File: config.mk
export PLATFORM = sky130hd
export DESIGN_NAME = sorted_ring_priority_queue
export DESIGN_NICKNAME = d
export VERILOG_FILES = /design/src/sv/srpq_pkg.sv /design/src/sv/srpq_cell.sv /design/src/sv/sorted_ring_priority_queue.sv
export SDC_FILE = /design/constraint.sdc
export NUM_CORES = 2
export LEC_CHECK = 0
export ABC_CLOCK_PERIOD_IN_PS = 7100
export BUFFER_PORTS_ARGS = -buffer_cell sky130_fd_sc_hd__buf_2
export CELL_PAD_IN_SITES_DETAIL_PLACEMENT = 1
export CELL_PAD_IN_SITES_GLOBAL_PLACEMENT = 1
export CORE_UTILIZATION = 45
export DETAILED_ROUTE_END_ITERATION = 8
export GPL_TIMING_DRIVEN = 0
export PLACE_DENSITY = 0.8
export SYNTH_ARGS = -nofsm -noshare
export SYNTH_HDL_FRONTEND = slang
export SYNTH_SLANG_ARGS = --single-unit
File: constraint.sdc
create_clock -name clk -period 7.1 [get_ports clk]
set_clock_uncertainty 0.15 [all_clocks]
set_input_delay 0.355 -clock clk [delete_from_list [all_inputs] [get_ports clk]]
set_output_delay 0.355 -clock clk [all_outputs]
set_load 0.02 [all_outputs]
File: src/sv/srpq_pkg.sv
// Shared types and constants for the sorted ring priority queue.
// Used by srpq_cell and sorted_ring_priority_queue; depends on nothing.
`timescale 1ns / 1ps

package srpq_pkg;

  // Queue geometry
  localparam int DEPTH       = 16;
  localparam int DATA_WIDTH  = 32;
  localparam int COUNT_WIDTH = $clog2(DEPTH + 1);

  // Command codes
  localparam logic CMD_INSERT = 1'b0;
  localparam logic CMD_REMOVE = 1'b1;

  // Result status codes
  localparam logic [1:0] ST_DONE  = 2'd0;
  localparam logic [1:0] ST_FULL  = 2'd1;
  localparam logic [1:0] ST_EMPTY = 2'd2;

  typedef logic signed [DATA_WIDTH-1:0] data_t;
  typedef logic [COUNT_WIDTH-1:0]       count_t;

  // Operation broadcast to every cell
  typedef struct packed {
    logic  insert;
    logic  remove;
    data_t value;
  } cell_cmd_t;

  // What a cell shows to both neighbors
  typedef struct packed {
    logic  valid;
    logic  greater;
    data_t data;
  } cell_link_t;

endpackage

File: src/sv/srpq_cell.sv
// One storage cell of the sorted chain: holds one entry and its valid bit.
// Depends on srpq_pkg for the command and link structs.
`timescale 1ns / 1ps

module srpq_cell
  import srpq_pkg::*;
(
  input  logic       clk,
  input  logic       rst,
  input  cell_cmd_t  cmd,
  input  cell_link_t left,
  input  cell_link_t right,
  output cell_link_t link
);

  logic  valid;
  data_t data;
  logic  valid_next;
  data_t data_next;
  logic  greater;

  // Flag an entry that must move up to make room for the new value
  assign greater = valid && (data >= cmd.value);

  assign link.valid   = valid;
  assign link.greater = greater;
  assign link.data    = data;

  // Pick the next entry: shift up, take the new value, shift down or hold
  always_comb begin
    valid_next = valid;
    data_next  = data;
    if (cmd.insert) begin
      if (left.greater) begin
        valid_next = 1'b1;
        data_next  = left.data;
      end else if (greater || (!valid && left.valid)) begin
        valid_next = 1'b1;
        data_next  = cmd.value;
      end
    end else if (cmd.remove) begin
      valid_next = right.valid;
      data_next  = right.data;
    end
  end

  always_ff @(posedge clk) begin
    if (rst) begin
      valid <= 1'b0;
    end else begin
      valid <= valid_next;
    end
  end

  always_ff @(posedge clk) begin
    data <= data_next;
  end

  // Keep the chain sorted ascending toward the right
  assert property (@(posedge clk) disable iff (rst)
    valid && right.valid |-> data <= right.data)
    else $error("srpq_cell: chain out of order");

  // Keep valid entries packed toward the left
  assert property (@(posedge clk) disable iff (rst)
    valid |-> left.valid)
    else $error("srpq_cell: gap in chain");

  // A stalled cell holds its entry
  assert property (@(posedge clk) disable iff (rst)
    !cmd.insert && !cmd.remove |=> $stable(valid) && (!valid || $stable(data)))
    else $error("srpq_cell: entry changed while idle");

endmodule

File: src/sv/sorted_ring_priority_queue.sv
// Top level of the sorted priority queue: a chain of srpq_cell instances,
// the entry counter and the registered result beat. Depends on srpq_pkg.
`timescale 1ns / 1ps

// Usage
//   Command channel: drive command and value_in with start high; the beat is
//   taken at a rising edge where start is high and busy is low. busy is high
//   only while rst is asserted, so a new command may be issued every cycle.
//   command 0 inserts value_in in sorted order, command 1 removes the smallest
//   entry. Up to DEPTH (16) entries are held.
//   Result channel: done pulses for one cycle, in the cycle after the
//   command beat, with status, value_out and item_count. The receiver cannot
//   stall; it must take the beat in that cycle.
//   Throughput is 1 command per cycle while busy is low: every cell of the
//   chain compares against the new value in parallel and shifts by one place
//   in the same edge, so no search loop sets the rate.
//   Status: 0 done, 1 insert rejected (full), 2 remove rejected (empty).
//   value_out is the removed smallest entry, else zero; item_count is the
//   number of entries held after the command.
//   Reset (synchronous rst) empties the queue and clears done; no clearing
//   pass is needed, since in the cells only the valid bits are reset.
module sorted_ring_priority_queue
  import srpq_pkg::*;
(
  input  logic                         clk,
  input  logic                         rst,
  input  logic                         start,
  output logic                         busy,
  input  logic                         command,
  input  logic signed [DATA_WIDTH-1:0] value_in,
  output logic                         done,
  output logic [1:0]                   status,
  output logic signed [DATA_WIDTH-1:0] value_out,
  output logic [COUNT_WIDTH-1:0]       item_count
);

  logic       accept;
  logic       full;
  logic       empty;
  count_t     count;
  count_t     count_next;
  cell_cmd_t  cmd;
  cell_link_t links [DEPTH];
  cell_link_t edge_left;
  cell_link_t edge_right;
  logic [DEPTH-1:0] valid_vec;
  logic [1:0] status_next;
  data_t      value_next;

  assign busy   = rst;
  assign accept = start && !busy;
  assign full   = (count == count_t'(DEPTH));
  assign empty  = (count == '0);

  // Broadcast the operation to the chain
  assign cmd.insert = accept && (command == CMD_INSERT) && !full;
  assign cmd.remove = accept && (command == CMD_REMOVE) && !empty;
  assign cmd.value  = value_in;

  // Chain ends: always-valid, never-shifting head; empty slot past the tail
  assign edge_left.valid    = 1'b1;
  assign edge_left.greater  = 1'b0;
  assign edge_left.data     = '0;
  assign edge_right.valid   = 1'b0;
  assign edge_right.greater = 1'b0;
  assign edge_right.data    = '0;

  // Build the chain
  for (genvar i = 0; i < DEPTH; i++) begin : g_cell
    cell_link_t left_link;
    cell_link_t right_link;
    if (i == 0) begin : g_first
      assign left_link = edge_left;
    end else begin : g_mid_l
      assign left_link = links[i-1];
    end
    if (i == DEPTH - 1) begin : g_last
      assign right_link = edge_right;
    end else begin : g_mid_r
      assign right_link = links[i+1];
    end
    srpq_cell u_cell (
      .clk   (clk),
      .rst   (rst),
      .cmd   (cmd),
      .left  (left_link),
      .right (right_link),
      .link  (links[i])
    );
    assign valid_vec[i] = links[i].valid;
  end

  // Advance the entry count
  always_comb begin
    count_next = count;
    if (cmd.insert) begin
      count_next = count + count_t'(1);
    end else if (cmd.remove) begin
      count_next = count - count_t'(1);
    end
  end

  // Form the result beat
  always_comb begin
    status_next = ST_DONE;
    value_next  = '0;
    if (command == CMD_INSERT) begin
      if (full) begin
        status_next = ST_FULL;
      end
    end else begin
      if (empty) begin
        status_next = ST_EMPTY;
      end else begin
        value_next = links[0].data;
      end
    end
  end

  always_ff @(posedge clk) begin
    if (rst) begin
      count <= '0;
      done  <= 1'b0;
    end else begin
      count <= count_next;
      done  <= accept;
    end
  end

  // Hold the result payload for its beat
  always_ff @(posedge clk) begin
    if (accept) begin
      status     <= status_next;
      value_out  <= value_next;
      item_count <= count_next;
    end
  end

  // Count matches the number of valid cells
  assert property (@(posedge clk) disable iff (rst)
    $countones(valid_vec) == int'(count))
    else $error("sorted_ring_priority_queue: count does not match chain");

  // A result beat follows every command beat, and only then
  assert property (@(posedge clk) disable iff (rst)
    accept |=> done)
    else $error("sorted_ring_priority_queue: missing result beat");

  assert property (@(posedge clk) disable iff (rst)
    !accept |=> !done)
    else $error("sorted_ring_priority_queue: spurious result beat");

  // A full rejection reports a full queue
  assert property (@(posedge clk) disable iff (rst)
    done && (status == ST_FULL) |-> item_count == count_t'(DEPTH))
    else $error("sorted_ring_priority_queue: full reject with room left");

endmodule
== Yosys cells after proc, flatten, opt, wreduce, memory -nomap -nowiden ==
Index checks and enable logic that the tools add are counted.
Storage, ports and cells
  register bits: 573
  output and inout bits: 41
  logic and storage cells: 294
Operators by class
  add/sub/neg operators: 2
  order comparisons: 16
  equal/unequal tests: 17
  multiplexer cells: 131
  bitwise gates (word level): 1
  reduce and logical (&&, ||, !) cells: 90
Operators by type and width (number)
  two-way mux 32 bit: 63
  greater-or-equal comparator 32 bit: 16
  two-way mux 1 bit: 64
  inequality test 3 x 1 -> 1 bit, second input constant: 15
  logical AND 1 bit: 36
  AND reduction 2 bit: 16
  zero test 1 bit: 19
  logical OR 1 bit: 16
  two-way mux 5 bit: 2
  adder 5 x 1 -> 5 bit, second input constant: 1
  == test 5 bit, second input constant: 1
  zero test 5 bit: 1
  subtractor 5 x 1 -> 5 bit, second input constant: 1
  two-way mux 2 bit: 2
  inequality test 2 x 1 -> 1 bit, second input constant: 1
  nonzero test 2 bit: 1
  OR reduction 2 bit: 1
  inverter 1 bit: 1

== Logic depth before layout (Yosys ltp) ==
  depth in word-level cells: 6
  depth in mapped cells: 13
  gate-level depth less buffers: 10

== By module ==
From an unflattened synthesis, not the netlist that was laid out.
Unflattened totals
  cell total of the unflattened synthesis: 4383
  area, all modules: 42255.5 µm²
By module, submodules not included
  srpq_cell: instances 16, cells an instance 265, area each 2518.7 µm²
  sorted_ring_priority_queue: instances 1, cells an instance 143, area each 1956.9 µm²

== Least setup slack after synthesis ==
OpenSTA, ideal clock, no wires.
  path kind: input-to-reg
  start point: input value_in[17]
  end point: register g_cell[13].u_cell.data[0] (enable)
  library setup time: 0.441 ns
  arrival time: 4.453 ns
  setup slack: 2.057 ns
  stages on the path: 13
  path buffers: 3
  path through: clkbuf_1 > inv_1 > ha_1 > a21oi_1 > o21ai_0 > a22o_1 > or3_1 > a211oi_1 > a311o_1 > buf_2 > buf_2 > nor2_1 > a31oi_1
On the way
  cells in the longest elaborated chain, start to end: 5
  elaborated cells between the ends (all ways): 7
  those cells by class: 2 x order compare; 1 x eq/ne; 4 x reduce/logical
Ends and longest elaborated chain
  start, declared: RTL line sorted_ring_priority_queue.sv:30  | input logic signed [DATA_WIDTH-1:0] value_in,
  greater-or-equal comparator 32 bit: RTL line srpq_cell.sv:23  | assign greater = valid && (data >= cmd.value);
  logical AND 1 bit: RTL line srpq_cell.sv:23
  logical OR 1 bit: RTL line srpq_cell.sv:37  | end else if (greater || (!valid && left.valid)) begin
  inequality test 3 x 1 -> 1 bit (no line) (*)
  AND reduction 2 bit (no line) (*)
  end signal, assigned: RTL line srpq_cell.sv:56  | data <= data_next;
  end, declared: RTL line srpq_cell.sv:17  | data_t data;
Mark *: on every way between the ends. The rest lies on a longest branch, timed or not.
A chain may end at the register's enable or synchronous reset.

== Final worst setup path ==
  start point: input value_in[31]
  end point: register g_cell[3].u_cell.data[24], data pin
On the way
  cells in the longest elaborated chain, start to end: 4
Ends and longest elaborated chain
  greater-or-equal comparator 32 bit: RTL line srpq_cell.sv:23
  logical AND 1 bit: RTL line srpq_cell.sv:23
  two-way mux 32 bit: RTL line srpq_cell.sv:34  | if (left.greater) begin
  two-way mux 32 bit: RTL line srpq_cell.sv:33  | if (cmd.insert) begin
  via g_cell[3].u_cell.data_next[24]: RTL line srpq_cell.sv:19  | data_t data_next;
  end signal, assigned: RTL line srpq_cell.sv:56
  end, declared: RTL line srpq_cell.sv:17
The timed path passes the listed nets, and every way through them passes these cells.

==> reports/qor.csv <==
metric,value,unit
final_common_cell,nand2_1,
whs,0.349,ns
fillCellCount,9550,
grt_max_degree,42,
grt_pass1_vias,34900,
setup_viol,0,
ir_drop,0.163,mV
antenna_found_initial,4,
layout_common_cells,"nand2_1 (680), edfxtp_1 (551), ha_1 (514)",
synth_nets,4428,
cts_sinks,573,
dr.pass1.iters,6,
cts_tree,yes,
fin_crit_sh,78.4,%
power,10.1,mW
powerDensity,234,nW/µm²
wl_per_cell,27.5,µm
drv_slew,0,
cp-end-kind,register,
cp_top_family,buffers and inverters,
tns,0,ns
p_int,6.89,mW
maxCapViolations,0,
antenna_left,0,
critPathArrivalTime,5.87,ns
r2r_start,count[0],
power_frac_comb,21.0,%
cts_buffer_depth,3,
ios,77,
r2r_cells,10,
slew_headroom,2.53,%
p_seq_share,44.0,%
min_period,5.57,ns
dp_hpwl,116,mm
hold_path_class,in -> reg,
worstPathBufferInverterCount,4,
p_leak,17.4,nW
synth_adder_area_share,16.6,%
synth_warnings,0,
cts_buffers,69,
drive_gt1_share,4.98,%
grt_first_pass_wirelength,212,mm
synth_compound_area_share,15.0,%
synthToLayoutAreaGrowth,10.7,%
cts_root_buf,clkbuf_16,
synth-simple-area-share,15.8,%
worstPathMaxFanout,16,
row_count,107,
cp.required,7.40,ns
clk_pin_slew,0.06,ns
clkPwrFrac,35.0,%
r2r-end,g_cell[13].u_cell.data[4],
nNetsFinal,4555,
path_depth,12,
dieArea,87500,µm²
max_freq,180,MHz
critPathLaunch,value_in[31],
wirelength,143,mm
crit_path_start_kind,input port,
rsz0062_at_grt,false,
synth.area.mux_share,5.69,%
crit_type,in -> reg,
htreeDepth,3,
finalHoldViolCount,0,
num_vias,33600,
synth_top_family_by_area,adder cells,
worstSkewPairLatency,0.63,ns
power_switching,3.19,mW
die_width,296,µm
path_cells,"clkbuf_1, inv_1, ha_1, nand4_1, nor4_1, o41ai_1, a31oi_1, o21a_1, clkbuf_1, buf_1, nand3_1, o211ai_1",
start_util,45.6,%
ys_ff_latch,573,
yosysSeqAreaShare,43.7,%
placed_cells,5075,
core-area,85300,µm²
cts_resized,0,
syn_avg_cell_area,10.0,µm²
dr.first_iter.drc_count,2955,
io_buffers,45,
drc,0,
die_h,296,µm
r2r_setup_slack,2.28,ns
viasPerCell,6.46,
crit_path_top_delay_cell,nor4_1,
synthDistinctLibCells,69,
async_flop_share,0,%
synthCells,3878,
finalWeightedCongestion,0.957,
post_cts_buffers,0,
syn_area,38800,µm²
grt.total_usage,32.4,%
synth-edff-count,551,
status,finished clean,
worst_pin_slew,1.46,ns
ys.flop_type,edfxtp_1,
endpoint,g_cell[3].u_cell.data[24],
grt-ovfl-total,0,
max_stage_delay,0.88,ns
fin_cells,5204,
synthXorXnorAreaFrac,0.113,%
cpMostUsedCell,clkbuf_1,
p_sw_share,31.6,%
-- timing repair --
action                                  4_1_cts  5_1_grt
endpoints found under the setup margin        0        0
hold buffers                                  3        0
hold endpoints to repair                      6        0
-- tightest hold or removal path, cell delays in order --
cell and delay (ns):
clkbuf_1 0.29, mux2i_1 0.25, o21ai_1 0.07
-- power groups by stage --
| stage | combinational, mW | clock (mW) | sequential [mW] |
|---|---|---|---|
| 2_1_floorplan | 1.35 | 0 | 4.40 |
| 3_3_place_gp | 1.90 | 0 | 4.48 |
| 3_5_place_dp | 2.07 | 0 | 4.48 |
| 4_1_cts | 2.09 | 3.53 | 4.42 |
| 5_1_grt | 2.31 | 3.63 | 4.46 |
| 6_report | 2.12 | 3.53 | 4.43 |
-- kinds of logic (layout without fill, tap and decap cells) --
logic type      count (synthesis)  count (layout)
simple gates                 1340            1340
compound gates                921             921
flops                         573             573
fa+ha+maj                     514             514
buf+inv                       304             482
mux                           221             221
xor+xnor                        5               5
other cells                     0               4
-- state kept, by name, summed over array words and instances, names as in the netlist --
signal	flops
count	5
item_count	5
g_cell.u_cell.valid	16
status	2
done	1
value_out	32
g_cell.u_cell.data	512
-- Yosys cell counts, drive strengths merged, types with 7 or more instances --
| master | instances | area (µm²) |
|---|---|---|
| mux2i | 221 | 2210 |
| o221ai | 9 | 78.8 |
| and3 | 9 | 56.3 |
| and2 | 37 | 231 |
| nand4 | 117 | 732 |
| clkbuf | 170 | 638 |
| nor4 | 17 | 106 |
| nor2b | 22 | 138 |
| a21boi | 9 | 67.6 |
| nor3 | 36 | 185 |
| a221oi | 12 | 105 |
| dfxtp | 22 | 440 |
| o31a | 7 | 61.3 |
| a211oi | 33 | 248 |
| a21o | 39 | 293 |
| o211ai | 266 | 2000 |
| nand3 | 305 | 1530 |
| nor2 | 70 | 265 |
| nand2b | 17 | 106 |
| a31oi | 10 | 62.6 |
| buf | 68 | 333 |
| ha | 514 | 6430 |
| inv | 66 | 248 |
| nand2 | 680 | 2550 |
| edfxtp | 551 | 16500 |
| o21ai | 261 | 1310 |
| a2111oi | 10 | 87.6 |
| a21oi | 216 | 1080 |
-- final cells by class --
type / instances / area (µm²) / area share [%]
diodes: 4 / 10.0 / 0.0233
plain buffers: 238 / 971 / 2.26
clock buffers: 99 / 1920 / 4.47
clock inverters: 23 / 203 / 0.471
inverters: 66 / 248 / 0.576
multi-input cells: 3001 / 20800 / 48.3
flip-flops and latches: 573 / 17000 / 39.5
well taps: 1144 / 1430 / 3.33
repair buffers: 56 / 475 / 1.11
-- routing by layer --
metal  global-route usage (%)  routed length [µm]  up-vias
li1                         -                   -    15100
met1                     41.0               58500    16900
met2                     55.5               69000     1362
met3                     3.88                9440      295
met4                     14.0                5950        0
met5                        0                   0        -
-- stage by stage --
stage / setup WS (ns) / instance area [µm²] / util, %
2_1_floorplan: 2.06 / 38800 / -
3_5_place_dp: 1.23 / 40800 / 47.9
5_1_grt: 1.56 / 43000 / 50.4
6_report: 1.53 / 43000 / 50.4
3_3_place_gp: -0.671 / 40500 / 47.5
4_1_cts: 1.83 / 43000 / 50.4
-- worst min path at each step --
stage / start / to / slack [ns] / cells after the start
after floorplan: rst / g_cell[6].u_cell.valid / 0.29 / 1
after global placement: g_cell[15].u_cell.valid / g_cell[14].u_cell.valid / 0.38 / 2
after detailed placement: g_cell[15].u_cell.valid / g_cell[14].u_cell.valid / 0.38 / 2
after CTS: value_in[22] / g_cell[11].u_cell.data[22] / 0.30 / 3
after global routing: value_in[3] / g_cell[2].u_cell.data[3] / 0.35 / 3
final: value_in[22] / g_cell[11].u_cell.data[22] / 0.35 / 3
(Power assumes the default switching activity.)
